===== src/hdl/l4_pseudo_header_checksum_unit_macros.svh =====
// Assertion macros for the pseudo-header checksum unit.
// Included by the top level. Depends on nothing else.
`ifndef L4_PSEUDO_HEADER_CHECKSUM_UNIT_MACROS_SVH
`define L4_PSEUDO_HEADER_CHECKSUM_UNIT_MACROS_SVH

// Same-cycle implication, disabled while reset is high.
`define L4PC_ASSERT_NOW(label, clk, rst, cond, conseq, msg) \
  label: assert property (@(posedge clk) disable iff (rst) (cond) |-> (conseq)) \
    else $error(msg);

// Next-cycle implication, disabled while reset is high.
`define L4PC_ASSERT_NEXT(label, clk, rst, cond, conseq, msg) \
  label: assert property (@(posedge clk) disable iff (rst) (cond) |=> (conseq)) \
    else $error(msg);

`endif


===== src/hdl/l4pc_pkg.sv =====
// Package for the pseudo-header checksum unit: field widths, item kind codes
// and the word mask. Depends on nothing.
package l4pc_pkg;

  localparam int WordW  = 16;
  localparam int ByteW  = 8;
  localparam int ProtoW = 8;

  localparam logic [WordW-1:0] WORD_MASK = 16'hFFFF;

  localparam logic KIND_ADDR = 1'b0;
  localparam logic KIND_BYTE = 1'b1;

endpackage


===== src/hdl/l4_pseudo_header_checksum_unit.sv =====
// Top level of the pseudo-header checksum unit: input word register, running
// sum and packet state, and the result register.
// Depends on l4pc_pkg and l4_pseudo_header_checksum_unit_macros.svh.
//
//   channel  direction  handshake              payload
//   in       input      in_valid / in_ready    kind, value, protocol, last
//   out      output     out_valid / out_ready  checksum, too_long
//   cfg      input      cfg_write              cfg_data
//
// One word a cycle is sustained while no last word waits on a stalled
// result; a word is held in the input word register and then added into the
// packet state, and a last word has its result registered as it is added.
// The five-operand add and its two end-around folds set the cycle time.
// Reset clears the packet state and sets pseudo-header mode on.
// A stalled result blocks only a following last word; other words keep
// flowing into the running sum.
`include "l4_pseudo_header_checksum_unit_macros.svh"

module l4_pseudo_header_checksum_unit (
  input  logic                           clk,
  input  logic                           rst,
  input  logic                           in_valid,
  output logic                           in_ready,
  input  logic                           kind,
  input  logic [l4pc_pkg::WordW-1:0]     value,
  input  logic [l4pc_pkg::ProtoW-1:0]    protocol,
  input  logic                           last,
  output logic                           out_valid,
  input  logic                           out_ready,
  output logic [l4pc_pkg::WordW-1:0]     checksum,
  output logic                           too_long,
  input  logic                           cfg_write,
  input  logic                           cfg_data
);

  localparam int W = l4pc_pkg::WordW;

  logic                         pseudo_header_enable;

  logic                         s1_valid;
  logic                         s1_kind;
  logic [W-1:0]                 s1_value;
  logic [l4pc_pkg::ProtoW-1:0]  s1_protocol;
  logic                         s1_last;

  logic [W-1:0]                 running_sum;
  logic [W-1:0]                 byte_count;
  logic [l4pc_pkg::ByteW-1:0]   held_high_byte;
  logic                         byte_pending;
  logic                         count_overflow;

  logic                         slot_free;
  logic                         advance;
  logic [l4pc_pkg::ByteW-1:0]   new_byte;
  logic                         is_byte;
  logic                         at_max;
  logic [W-1:0]                 byte_count_next;
  logic                         count_overflow_next;
  logic [l4pc_pkg::ByteW-1:0]   held_high_byte_next;
  logic                         byte_pending_next;
  logic [W-1:0]                 item_word;
  logic [W-1:0]                 pad_word;
  logic [W-1:0]                 len_word;
  logic [W-1:0]                 proto_word;
  logic [W+2:0]                 total;
  logic [W:0]                   fold1;
  logic [W-1:0]                 running_sum_next;

  assign slot_free = !out_valid || out_ready;
  assign advance   = s1_valid && (!s1_last || slot_free);
  assign in_ready  = !s1_valid || advance;

  assign new_byte = s1_value[l4pc_pkg::ByteW-1:0];
  assign is_byte  = (s1_kind == l4pc_pkg::KIND_BYTE);
  assign at_max   = (byte_count == l4pc_pkg::WORD_MASK);

  always_comb begin
    byte_count_next     = byte_count;
    count_overflow_next = count_overflow;
    held_high_byte_next = held_high_byte;
    byte_pending_next   = byte_pending;
    item_word           = '0;
    if (!is_byte) begin
      item_word = s1_value;
    end else begin
      if (at_max) begin
        count_overflow_next = 1'b1;
      end else begin
        byte_count_next = byte_count + W'(1);
      end
      if (byte_pending) begin
        item_word           = {held_high_byte, new_byte};
        held_high_byte_next = '0;
        byte_pending_next   = 1'b0;
      end else begin
        held_high_byte_next = new_byte;
        byte_pending_next   = 1'b1;
      end
    end
    pad_word   = '0;
    len_word   = '0;
    proto_word = '0;
    if (s1_last) begin
      if (byte_pending_next) begin
        pad_word = {held_high_byte_next, {l4pc_pkg::ByteW{1'b0}}};
      end
      if (pseudo_header_enable) begin
        len_word   = byte_count_next;
        proto_word = {{(W-l4pc_pkg::ProtoW){1'b0}}, s1_protocol};
      end
    end
    total = {3'b000, running_sum} + {3'b000, item_word} + {3'b000, pad_word}
          + {3'b000, len_word} + {3'b000, proto_word};
    fold1 = {1'b0, total[W-1:0]} + {{(W-2){1'b0}}, total[W+2:W]};
    running_sum_next = fold1[W-1:0] + {{(W-1){1'b0}}, fold1[W]};
  end

  always_ff @(posedge clk) begin
    if (rst) begin
      pseudo_header_enable <= 1'b1;
      s1_valid             <= 1'b0;
      out_valid            <= 1'b0;
      running_sum          <= '0;
      byte_count           <= '0;
      held_high_byte       <= '0;
      byte_pending         <= 1'b0;
      count_overflow       <= 1'b0;
    end else begin
      if (cfg_write) begin
        pseudo_header_enable <= cfg_data;
      end
      if (out_valid && out_ready) begin
        out_valid <= 1'b0;
      end
      if (in_ready) begin
        s1_valid <= in_valid;
      end
      if (advance) begin
        if (s1_last) begin
          running_sum    <= '0;
          byte_count     <= '0;
          held_high_byte <= '0;
          byte_pending   <= 1'b0;
          count_overflow <= 1'b0;
          out_valid      <= 1'b1;
          checksum       <= ~running_sum_next;
          too_long       <= count_overflow_next;
        end else begin
          running_sum    <= running_sum_next;
          byte_count     <= byte_count_next;
          held_high_byte <= held_high_byte_next;
          byte_pending   <= byte_pending_next;
          count_overflow <= count_overflow_next;
        end
      end
    end
  end

  always_ff @(posedge clk) begin
    if (in_valid && in_ready) begin
      s1_kind     <= kind;
      s1_value    <= value;
      s1_protocol <= protocol;
      s1_last     <= last;
    end
  end

  `L4PC_ASSERT_NEXT(a_last_gives_result, clk, rst, advance && s1_last, out_valid,
                    "last word did not produce a result")
  `L4PC_ASSERT_NEXT(a_last_clears_state, clk, rst, advance && s1_last,
                    running_sum == '0 && byte_count == '0 && !byte_pending && !count_overflow,
                    "packet state not cleared after last word")
  `L4PC_ASSERT_NOW(a_held_clear_when_idle, clk, rst, !byte_pending, held_high_byte == '0,
                   "held byte nonzero with no byte pending")
  `L4PC_ASSERT_NOW(a_overflow_saturates, clk, rst, count_overflow,
                   byte_count == l4pc_pkg::WORD_MASK,
                   "overflow flagged without saturated count")

endmodule


===== config.mk =====
export PLATFORM = sky130hd
export DESIGN_NAME = l4_pseudo_header_checksum_unit
export DESIGN_NICKNAME = d
export VERILOG_FILES = /design/src/hdl/l4pc_pkg.sv /design/src/hdl/l4_pseudo_header_checksum_unit.sv
export VERILOG_INCLUDE_DIRS = /design/src /design/src/hdl
export SDC_FILE = /design/constraint.sdc
export NUM_CORES = 1
export LEC_CHECK = 0
export BUFFER_PORTS_ARGS = -buffer_cell sky130_fd_sc_hd__buf_2
export CAP_MARGIN = 20
export CELL_PAD_IN_SITES_DETAIL_PLACEMENT = 0
export CELL_PAD_IN_SITES_GLOBAL_PLACEMENT = 1
export CORE_MARGIN = 2
export CORE_UTILIZATION = 48
export DETAILED_ROUTE_END_ITERATION = 7
export HOLD_SLACK_MARGIN = 0.03
export PLACE_DENSITY_LB_ADDON = 0.1
export SETUP_SLACK_MARGIN = 0.05
export SLEW_MARGIN = 5
export SYNTH_ARGS = -nofsm -noshare
export SYNTH_HDL_FRONTEND = slang
export SYNTH_SLANG_ARGS = --single-unit
export TNS_END_PERCENT = 100

===== constraint.sdc =====
create_clock -name clk -period 15.79 [get_ports clk]
set_clock_uncertainty 0.15 [all_clocks]
set_input_delay 0 -clock clk [delete_from_list [all_inputs] [get_ports clk]]
set_output_delay 0 -clock clk [all_outputs]
set_load 0.005 [all_outputs]

# Word level (Yosys, flattened, before mapping)
# Cells that the tools add are included.
# op_classes
n_addsub	7
n_eq_ne	1
mux	24
bitwise_logic	2
n_reduce_logical	10
# op_table
op	n
16-bit 2-to-1 mux	10
8-bit 2-to-1 mux	5
18-bit by 16-bit adder with 19-bit output	1
19-bit by 16-bit adder with 19-bit output	1
17-bit by 16-bit adder with 18-bit output	1
16-bit by 16-bit adder with 17-bit output	1
16-bit by 3-bit adder with 17-bit output	1
16-bit by 1-bit adder with 16-bit output	1
16-bit by 1-bit adder with 16-bit output (second input constant)	1
16-bit equality test (second input constant)	1
16-bit inverter	1
1-bit 2-to-1 mux	9
1-bit logical AND	3
1-bit logical NOT	3
1-bit logical OR	3
3-bit AND reduction	1
1-bit inverter	1
# word_totals
regBits	88
output_inout_bits	19

# Depth between registers and ports, before layout
# Gate-level depths: netlist (run 1).
# depth
word_depth	10
ltp_mapped	38
depth_no_buf	37

# Worst setup path after synthesis (run 1)
# OpenSTA, ideal clock, no wires.
# synth_timing
path_kind	reg-to-reg
start	register byte_count[0]
end	register checksum[15] in the netlist's numbering, data pin
setup_time_ns	0.271
arrival_time_ns	7.397
required_time_ns	15.369
slack_ns	7.973
stages_incl_launch_ff	37
path_buffers	1
path_cell_list	dfxtp_1 > ha_1 > nand4_1 > nor2_1 > a31oi_1 > clkbuf_1 > nand4_1 > xor2_1 > nor2_1 > fa_1 > inv_1 > fa_1 > inv_1 > ha_1 > a211oi_4 > o21ai_2 > a221oi_2 > o21bai_1 > a21oi_1 > o21bai_1 > a21oi_1 > xnor2_1 > ha_1 > fa_1 > o2111ai_1 > nor4_2 > nand4_1 > nor2_1 > and3_1 > ha_1 > and3_1 > nand2b_1 > a21oi_2 > nand4b_4 > a211o_1 > o31a_1 > xor2_1
# synth_via
elab_chain_len	10
word_cells_on_any_way	11
classes_between	5 x add/sub; 1 x eq/ne; 4 x mux; 1 x bitwise
# synth_lines
element	line_no	text
start, declared	l4_pseudo_header_checksum_unit.sv:47	logic [W-1:0] byte_count;
start signal, assigned	l4_pseudo_header_checksum_unit.sv:150	byte_count <= byte_count_next;
16-bit by 1-bit adder with 16-bit output / 16-bit equality test (equally long branches)	l4_pseudo_header_checksum_unit.sv:89, l4_pseudo_header_checksum_unit.sv:75	
16-bit 2-to-1 mux	l4_pseudo_header_checksum_unit.sv:86	if (at_max) begin
16-bit 2-to-1 mux (*)	l4_pseudo_header_checksum_unit.sv:83	if (!is_byte) begin
16-bit 2-to-1 mux (*)	l4_pseudo_header_checksum_unit.sv:107	if (pseudo_header_enable) begin
16-bit 2-to-1 mux (*)	l4_pseudo_header_checksum_unit.sv:103	if (s1_last) begin
18-bit by 16-bit adder with 19-bit output (*)	l4_pseudo_header_checksum_unit.sv:113	+ {3'b000, len_word} + {3'b000, proto_word};
19-bit by 16-bit adder with 19-bit output (*)	l4_pseudo_header_checksum_unit.sv:113	
16-bit by 3-bit adder with 17-bit output (*)	l4_pseudo_header_checksum_unit.sv:114	fold1 = {1'b0, total[W-1:0]} + {{(W-2){1'b0}}, total[W+2:W]};
16-bit by 1-bit adder with 16-bit output (*)	l4_pseudo_header_checksum_unit.sv:115	running_sum_next = fold1[W-1:0] + {{(W-1){1'b0}}, fold1[W]};
16-bit inverter (*)	l4_pseudo_header_checksum_unit.sv:146	checksum <= ~running_sum_next;
end signal, assigned	l4_pseudo_header_checksum_unit.sv:146	
end, declared	l4_pseudo_header_checksum_unit.sv:30	output logic [l4pc_pkg::WordW-1:0] checksum,
# Mark *: on every way between the ends. The rest lies on a longest branch, timed or not.
# A chain may end at the register's enable or synchronous reset.

# Worst setup path after layout (run 1)
# layout_timing
start	register s1_kind (netlist: is_byte)
end	register running_sum[15]
# layout_via
elab_chain_len	9
word_cells_on_any_way	15
classes_between	6 x add/sub; 9 x mux
# layout_lines
element	line_no	text
start, declared	l4_pseudo_header_checksum_unit.sv:41	logic s1_kind;
start signal, assigned	l4_pseudo_header_checksum_unit.sv:161	s1_kind <= kind;
branches (longest 4 deep; another with 17-bit by 16-bit adder with 18-bit output)	-	
18-bit by 16-bit adder with 19-bit output (*)	l4_pseudo_header_checksum_unit.sv:113	
19-bit by 16-bit adder with 19-bit output (*)	l4_pseudo_header_checksum_unit.sv:113	
16-bit by 3-bit adder with 17-bit output (*)	l4_pseudo_header_checksum_unit.sv:114	
16-bit by 1-bit adder with 16-bit output (*)	l4_pseudo_header_checksum_unit.sv:115	
16-bit 2-to-1 mux (*)	l4_pseudo_header_checksum_unit.sv:139	if (s1_last) begin
end signal, assigned	l4_pseudo_header_checksum_unit.sv:149	running_sum <= running_sum_next;
end, declared	l4_pseudo_header_checksum_unit.sv:46	logic [W-1:0] running_sum;
# Mark *: on every way between the ends.

==> metrics.yaml, run 1 <==
outcome: "complete, no violations"
core_area_um2: 12500
relSlewSlack_pct: 38.5
io_buffers: 50
final_cell_count_no_fill: 899
grt-ovfl-total: 0
hold_violations: 0
dr.pass1.iters: 6
cts-buffers-inserted: 9
synthCells: 652
hp-class: "primary input to flip-flop"
fin_ws_ns: 6.98
post-route-min-period_ns: 8.81
cap_viol_max_count: 0
fmax_mhz: 113
grt_max_degree: 48
fin_setup_tns_ns: 0
criticalPathCategory: "flip-flop to flip-flop"
die_h_um: 116
ys_warn_count: 0
antenna_found_initial: 0
grt.total_usage_pct: 24.2
post-place-ws_ns: 6.49
final-seq-area_um2: 2190
cts_max_path_buffers: 2
wl_per_cell_um: 17.1
num-fill-cells: 1128
dp.cells: 852
holdWs_ns: 0.0623
multiInputGateArea_um2: 3530
post-dp-hpwl_um: 11600
setup_viol: 0
cpPeakStageDelay_ns: 0.55
cp.arrival_ns: 8.87
critical_path.top_delay_family: "compound AO/OA/AOI/OAI gates"
yosys.cell_types.count: 69
power_leakage_nw: 2.92
vias: 4938
root_buffer: "clkbuf_16"
die_w_um: 116
drt_iter0_drc: 329
vdd_drop_max_mv: 0.0726
start_util_pct: 48.5
synth_seq_area_share_pct: 36.2
synth_edf_count: 43
drt.antenna.violating_nets: 0
diodes: 0
cp.required_ns: 15.85
syn_area_um2: 6050
row_count: 41
totalWireLength_um: 15400
clkTransAtPathRegs_ns: 0.07
grt_pass1_vias: 4624
cts_sinks: 88
finalMaxSlewViolations: 0
avgSynthCellArea_um2: 9.28
utilization_pct: 56.6
cts_tree: "yes"
synthFlopType: "dfxtp_1"
worstSkewPairLatency_ns: 0.35
tightest_slew_ns: 0.918
synth_seq_cells: 88
end_kind: "flip-flop"
cp_max_fo: 13
cp-start-kind: "flip-flop"
gp_congestion: 0.870
area_growth_syn_to_layout_pct: 16.7
htreeDepth: 3
avgViaCountPerCell: 5.49
grt_pass1_wl_um: 24500
postSynth.asyncResetShare_pct: 0
drc: 0
rsz0062_at_grt: "false"
power_density_nw_per_um2: 85.6
slowest_stage: "edfxtp_1"
die_area_um2: 13500
min_period_over_period_pct: 55.8
drive_gt1_share_pct: 12.0
ctsResizeCount: 0
io_pins: 51
crit_buf_inv: 4
nets: 810
syn_nets: 739
-- through the flow --
stage / instance area [µm²] / total power [mW]
after CTS: 7050 / 0.610
after detailed placement: 6460 / 0.396
after global routing: 7060 / 0.636
after floorplan: 6050 / 0.359
after global placement: 6460 / 0.395
final: 7060 / 0.604
-- worst register-to-register path, delay by kind of cell (launching register included) --
family | cells | cell delay, ns
fa+ha+maj | 6 | 1.91
buf+inv | 4 | 0.68
simple gates | 9 | 1.83
xor+xnor | 3 | 0.54
flops | 1 | 0.55
compound gates | 13 | 2.99
-- area by class of cell --
cell class                      instances  share of cell area, %
Tap cell                              172                   3.05
Sequential cell                        88                   31.1
Inverter                               62                   3.30
Timing Repair Buffer                   87                   8.58
Multi-Input combinational cell        475                   50.1
Clock buffer                           11                   3.30
Clock inverter                          4                  0.656
-- registers in the layout (all words and copies together) (netlist names) --
| signal | cells |
|---|---|
| too_long | 1 |
| count_overflow | 1 |
| byte_count | 16 |
| is_byte | 1 |
| out_valid | 1 |
| s1_value | 16 |
| running_sum | 16 |
| checksum | 16 |
| s1_valid | 1 |
| pseudo_header_enable | 1 |
| held_high_byte | 8 |
| s1_last | 1 |
| s1_protocol | 8 |
| byte_pending | 1 |
-- layer usage --
metal / track usage [%] / wire length (µm)
met1: 35.3 / 7270
met2: 36.7 / 6920
met3: 3.22 / 791
met4: 9.44 / 411
met5: 0 / 0
-- what timing repair did --
action	CTS	global route
buffers inserted	0	0
setup endpoints to repair	0	0
endpoints found under the hold margin	31	0
hold buffers	31	0
-- placed cells by master, fill, tap and decap left out, types with 3 or more instances in the layout --
master         instances
nand4_1                5
buf_4                  6
a31oi_1                4
clkinv_1               3
a21oi_1               40
ha_1                  22
dlygate4sd3_1         31
or2_2                  3
o21a_1                 4
and2_1                13
o32ai_1                3
a211o_1                3
a211oi_1               4
xnor2_1               22
nor2_1                65
nor3_1                10
edfxtp_1              43
fa_1                  33
o21bai_1               3
o22ai_1                4
clkbuf_16              9
inv_1                 61
nand2_1               52
xor2_1                20
buf_2                 50
and3_1                20
a21o_1                 7
nand2b_1               6
nor3b_1                3
a22o_1                 8
dfxtp_1               45
nor2b_1               14
o21ai_1                3
o21ai_0               24
o211ai_1               5
nand3_1               20
or3_1                  8
a22oi_1                9
-- cell usage after synthesis (2+ instances only) --
| cell type | number | area share (%) |
|---|---|---|
| a211o_1 | 3 | 0.43 |
| a211oi_1 | 4 | 0.50 |
| a211oi_2 | 2 | 0.41 |
| a21o_1 | 7 | 0.87 |
| a21oi_1 | 40 | 3.3 |
| a22o_1 | 8 | 1.2 |
| a22oi_1 | 9 | 1.1 |
| a31oi_1 | 5 | 0.52 |
| and2_1 | 13 | 1.3 |
| and3_1 | 20 | 2.1 |
| clkbuf_1 | 25 | 1.6 |
| dfxtp_1 | 45 | 15 |
| edfxtp_1 | 43 | 21 |
| fa_1 | 33 | 11 |
| ha_1 | 22 | 4.5 |
| inv_1 | 61 | 3.8 |
| nand2_1 | 52 | 3.2 |
| nand2b_1 | 6 | 0.62 |
| nand3_1 | 20 | 1.7 |
| nand3b_1 | 2 | 0.25 |
| nand4_1 | 5 | 0.52 |
| nor2_1 | 65 | 4.0 |
| nor2b_1 | 14 | 1.4 |
| nor3_1 | 11 | 0.91 |
| nor3b_1 | 3 | 0.37 |
| o211a_1 | 2 | 0.33 |
| o211ai_1 | 5 | 0.62 |
| o21a_1 | 4 | 0.50 |
| o21ai_0 | 24 | 2.0 |
| o21ai_1 | 3 | 0.25 |
| o21ba_1 | 2 | 0.33 |
| o21bai_1 | 3 | 0.37 |
| o22ai_1 | 4 | 0.41 |
| o32ai_1 | 3 | 0.43 |
| or2_2 | 3 | 0.31 |
| or3_1 | 8 | 0.83 |
| xnor2_1 | 22 | 3.2 |
| xor2_1 | 20 | 2.9 |
-- cells by family (layout without fill, tap and decap cells) --
| kind of cell | count (synthesis) | after routing | synth area share, % |
|---|---|---|---|
| xor gates and xnor gates | 42 | 42 | 6.08 |
| buffers and inverters | 89 | 164 | 5.54 |
| DFF | 88 | 88 | 36.2 |
| AOI/OAI and AO/OA | 145 | 145 | 16.9 |
| and+or+nand+nor | 232 | 232 | 19.6 |
| muxes | 1 | 1 | 0.165 |
| adders and majority gates | 55 | 55 | 15.5 |
-- power breakdown --
part / total [mW] / leakage, nW / switching (mW) / internal [mW]
sequential: 0.256 / 0.772 / 0.00487 / 0.251
clock: 0.207 / 0.135 / 0.0856 / 0.121
combinational: 0.142 / 2.01 / 0.0871 / 0.0547
total: 0.604 / 2.92 / 0.178 / 0.427
-- path summary, 6_finish.rpt --
| kind | start | to | slack (ns) | cells past startpoint |
|---|---|---|---|---|
| worst max-delay path | is_byte$_DFFE_PP_ | running_sum[15]$_SDFFE_PP0P_ | 6.98 | 35 |
| worst min-delay path | rst | byte_count[9]$_SDFFE_PP0P_ | 0.06 | 3 |
| worst min register to register | running_sum[0]$_SDFFE_PP0P_ | running_sum[0]$_SDFFE_PP0P_ | 0.32 | 2 |
| worst max register to register | is_byte$_DFFE_PP_ | running_sum[15]$_SDFFE_PP0P_ | 6.98 | 35 |
Note: power is estimated with default switching activity, not from simulation.
==> run 2, diff against run 1 <==
- ABC_AREA: not set -> 1
- CORE_UTILIZATION: 48 -> 41
- clock period: 15.79 -> 8.1 ns (I/O delays scaled with it)
==> metrics.yaml, run 2 <==
vias: 5490
setup_viol: 0
holdWs_ns: 0.0854
cp.required_ns: 8.23
yosysMostFrequentCell: "nand2_1"
cpPeakStageDelay_ns: 0.53
grt_pass1_vias: 5238
row_count: 45
synthFlopType: "dfxtp_1"
die_h_um: 128
worstSkewPairLatency_ns: 0.35
diodes: 0
syn_nets: 914
finalMaxSlewViolations: 0
synth_area_leaders: "edfxtp_1, dfxtp_1, nand2_1"
drive_gt1_share_pct: 20.2
avgViaCountPerCell: 4.92
utilization_pct: 50.3
multiInputGateArea_um2: 3660
tightest_slew_ns: 0.744
num-fill-cells: 1481
antenna_found_initial: 0
hold_violations: 0
rsz0062_at_grt: "false"
synth_common_cells: "nand2_1, inv_1, nor2_1"
synth_seq_area_share_pct: 34.7
cts-buffers-inserted: 9
avgSynthCellArea_um2: 7.63
post-dp-hpwl_um: 13400
postSynth.asyncResetShare_pct: 0
totalWireLength_um: 17500
clkTransAtPathRegs_ns: 0.07
ys_warn_count: 0
area_growth_syn_to_layout_pct: 20.7
fmax_mhz: 133
cp-start-kind: "flip-flop"
hp-class: "primary input to flip-flop"
nets: 1009
cts_max_path_buffers: 2
core_area_um2: 15100
cp_max_fo: 8
syn_area_um2: 6310
htreeDepth: 3
yosys.cell_types.count: 41
grt.total_usage_pct: 22.2
dr.pass1.iters: 5
drt.antenna.violating_nets: 0
cap_viol_max_count: 0
min_period_over_period_pct: 92.8
outcome: "complete, no violations"
report.power.total_mw: 1.19
yosys.area.top_type: "edfxtp_1"
final_common_cell: "nand2_1"
die_w_um: 128
final_cell_count_no_fill: 1115
gr-usage-met2_pct: 37.2
cpMostUsedCell: "nand2_2"
drt_iter0_drc: 265
use_met1_pct: 30.1
power_density_nw_per_um2: 156
synth_seq_cells: 88
fin_setup_tns_ns: 0
dp.cells: 1058
grt_pass1_wl_um: 27400
cp.arrival_ns: 7.65
criticalPathCategory: "flip-flop to flip-flop"
io_buffers: 50
synthCells: 827
gp_congestion: 0.883
synth_edf_count: 43
grt-ovfl-total: 0
grt_busiest_layer: "met2"
final_cell_mix: "nand2_1, inv_1, nor2_1"
vdd_drop_max_mv: 0.100
netlist.area_leader.share_pct: 20.5
drc: 0
final-seq-area_um2: 2200
cts_sinks: 88
post-route-min-period_ns: 7.52
use_met3_pct: 2.84
wl_per_cell_um: 15.7
root_buffer: "clkbuf_16"
start_util_pct: 41.7
grt_max_degree: 47
die_area_um2: 16400
cts_tree: "yes"
end_kind: "flip-flop"
relSlewSlack_pct: 50.3
power_leakage_nw: 3.33
slowest_stage: "fa_1"
io_pins: 51
-- run 2: cell count changes in the layout (fill, tap and decap cells not counted), sizes merged, moves of 8 or more --
| cell | previous run | this run |
|---|---|---|
| nand2 | 52 | 239 |
| inv | 61 | 148 |
| nand3 | 20 | 54 |
| and3 | 20 | 0 |
| xnor2 | 22 | 4 |
| a21oi | 41 | 58 |
| nor2 | 66 | 82 |
| nor2b | 14 | 0 |
| and2 | 13 | 0 |
| buf | 56 | 68 |
| or3 | 8 | 0 |
-- run 2: per-stage QoR --
| step | area [µm²] | setup slack (ns) |
|---|---|---|
| final | 7620 | 0.584 |
| after global routing | 7620 | 0.0381 |
| after CTS | 7400 | 0.0959 |
| after detailed placement | 6810 | 0.0572 |
| after global placement | 6810 | 0.426 |
| after floorplan | 6310 | 1.14 |
-- run 2: worst max-delay path, delay by kind of cell (launching register included) --
family | cells | cell delay (ns)
flip-flops | 1 | 0.37
AO/OA/AOI/OAI | 4 | 0.67
AND/OR/NAND/NOR | 30 | 3.21
adder cells (fa/ha/maj) | 7 | 2.17
XOR/XNOR | 3 | 0.51
buffers and inverters | 4 | 0.33
-- run 2: timing repair --
action	CTS	global route
resized for setup	1	45
endpoints found under the setup margin	3	19
pin swaps	0	19
hold buffers	31	0
hold endpoints to repair	29	0
setup buffers	0	10
-- run 2: logic make-up (layout without fill, tap and decap cells) --
logic type | after synthesis | after routing | share of synthesized area [%]
AOI/OAI and AO/OA | 99 | 99 | 9.10
and+or+nand+nor | 403 | 403 | 28.8
buffers and inverters | 164 | 264 | 9.87
DFF | 88 | 88 | 34.7
adders and majority gates | 55 | 55 | 14.8
xor gates and xnor gates | 18 | 18 | 2.74
-- run 2: cell type report --
cell class	count	area share (%)
clock buffers	10	3.00
clock inverters	6	0.574
inverters	149	7.34
multi-input cells	575	48.0
flip-flops and latches	88	28.9
well taps	188	3.09
repair buffers	99	9.17
-- run 2: layer usage --
metal	share of wire [%]	wire length [µm]
met5	0	0
met2	48	8410
met4	1.6	276
met1	47	8210
met3	3.4	597
-- run 2: power breakdown --
group	internal [mW]	switching, mW
Combinational	0.101	0.192
Clock	0.211	0.195
Sequential	0.487	0.00750
-- run 2: path summary, 6_finish.rpt --
path                                       end  depth (start not counted)                         start  slack (ns)
hold / removal    running_sum[15]$_SDFFE_PP0P_                          3                           rst        0.09
setup reg to reg  running_sum[12]$_SDFFE_PP0P_                         48    byte_count[8]$_SDFFE_PP0P_        0.58
hold reg to reg   running_sum[11]$_SDFFE_PP0P_                          2  running_sum[11]$_SDFFE_PP0P_        0.32
setup / recovery  running_sum[12]$_SDFFE_PP0P_                         48    byte_count[8]$_SDFFE_PP0P_        0.58
==> run 3, diff against run 2 <==
- ABC_AREA: 1 -> not set
- CORE_UTILIZATION: 41 -> 42
- MAX_ROUTING_LAYER: not set -> met4
==> metrics.yaml, run 3 (synthesis results as in run 1) <==
finish.instance_area_um2: 7480
gp_congestion: 0.899
outcome: "complete, no violations"
power_density_nw_per_um2: 164
cp-start-kind: "flip-flop"
slowest_stage: "fa_1"
finalMaxSlewViolations: 0
power.switching_mw: 0.390
start_util_pct: 43.3
final_common_cell: "nor2_1"
wl_per_cell_um: 18.1
min_period_over_period_pct: 93.8
cp.required_ns: 8.04
power_leakage_nw: 3.12
post-route-min-period_ns: 7.60
grt_pass1_vias: 4718
fmax_mhz: 132
setup_viol: 0
criticalPathCategory: "flip-flop to flip-flop"
cts_sinks: 88
report.power.total_mw: 1.23
dr.max_layer_used: "met4"
die_h_um: 124
cts-buffers-inserted: 9
cts_tree: "yes"
vdd_drop_max_mv: 0.131
htreeDepth: 3
power.internal_mw: 0.838
drt.antenna.violating_nets: 0
clkTransAtPathRegs_ns: 0.06
end_kind: "flip-flop"
drive_gt1_share_pct: 19.1
core_area_um2: 14000
wl_met1_um: 8270
hp-class: "primary input to flip-flop"
io_pins: 51
wl_met2_um: 7880
diodes: 0
root_buffer: "clkbuf_16"
final_cell_mix: "nor2_1, inv_1, nand2_1"
wl_met3_um: 722
tightest_slew_ns: 1.16
die_area_um2: 15400
worstSkewPairLatency_ns: 0.36
pwr-share-comb_pct: 25.2
die_w_um: 124
clock_power_share_pct: 34.3
vias: 5092
cap_viol_max_count: 0
dr.pass1.iters: 5
cp_max_fo: 5
post-dp-hpwl_um: 12400
relSlewSlack_pct: 22.4
drt_iter0_drc: 434
totalWireLength_um: 17200
cp.arrival_ns: 7.54
p_sw_share_pct: 31.8
hold_violations: 0
area_growth_syn_to_layout_pct: 23.6
antenna_found_initial: 0
grt.total_usage_pct: 23.8
avgViaCountPerCell: 5.37
nets: 851
cts_max_path_buffers: 2
grt_pass1_wl_um: 26100
holdWs_ns: 0.0798
dpl_cell_area_um2: 6690
drc: 0
grt_max_degree: 48
grt-ovfl-total: 0
cpPeakStageDelay_ns: 0.52
row_count: 43
io_buffers: 50
power_frac_seq_pct: 40.6
[run 3: cell type report]
| type | count | area, µm² |
|---|---|---|
| Tap cell | 180 | 225 |
| Timing Repair Buffer | 128 | 917 |
| Multi-Input combinational cell | 475 | 3620 |
| Sequential cell | 88 | 2190 |
| Fill cell | 1317 | 6510 |
| Clock inverter | 6 | 41.3 |
| Inverter | 62 | 233 |
| Clock buffer | 10 | 250 |
[run 3: what timing repair did]
action,in CTS,in global routing
hold endpoints to repair,30,0
gates cloned,0,1
pin swaps,1,12
endpoints found under the setup margin,5,23
setup buffers,1,11
hold buffers,31,0
gates resized for setup,1,17
[run 3: worst paths after layout]
kind                                                  start                           to  slack [ns]  cells after the start
worst min register to register  running_sum[0]$_SDFFE_PP0P_  running_sum[0]$_SDFFE_PP0P_        0.31                      2
worst min-delay path                                    rst  byte_count[11]$_SDFFE_PP0P_        0.08                      3
worst max register to register   byte_count[1]$_SDFFE_PP0P_       checksum[15]$_DFFE_PP_        0.50                     36
worst max-delay path             byte_count[1]$_SDFFE_PP0P_       checksum[15]$_DFFE_PP_        0.50                     36
[run 3: metal layers]
metal	track usage (%)	vias to the layer above
li1	-	2494
met1	33.4	2440
met2	36.6	136
met3	2.75	22
met4	6.74	0
met5	-	-
[run 3: power by group through the flow]
stage	combinational [mW]	clock, mW	sequential [mW]
2_1_floorplan	0.196	0	0.505
3_3_place_gp	0.284	0	0.508
3_5_place_dp	0.284	0	0.508
4_1_cts	0.299	0.427	0.498
5_1_grt	0.341	0.445	0.500
6_report	0.309	0.420	0.498
[run 3: stage by stage]
stage / setup TNS, ns / worst slack, ns / util, % / instances
after floorplan: 0 / 0.283 / - / 652
after global placement: 0 / 0.115 / 47.8 / 889
after detailed placement: -0.0521 / -0.0397 / 47.8 / 889
after CTS: 0 / 0.0536 / 52.2 / 937
after global routing: -0.00562 / -0.00562 / 53.4 / 949
final: 0 / 0.502 / 53.4 / 949
[run 3: critical path: cells and delay by family, from the launching register on]
family / cells / cell delay, ns
xor gates and xnor gates: 3 / 0.46
AOI/OAI and AO/OA: 10 / 1.87
and+or+nand+nor: 14 / 2.24
buffers and inverters: 2 / 0.09
adders and majority gates: 7 / 2.13
DFF: 1 / 0.37
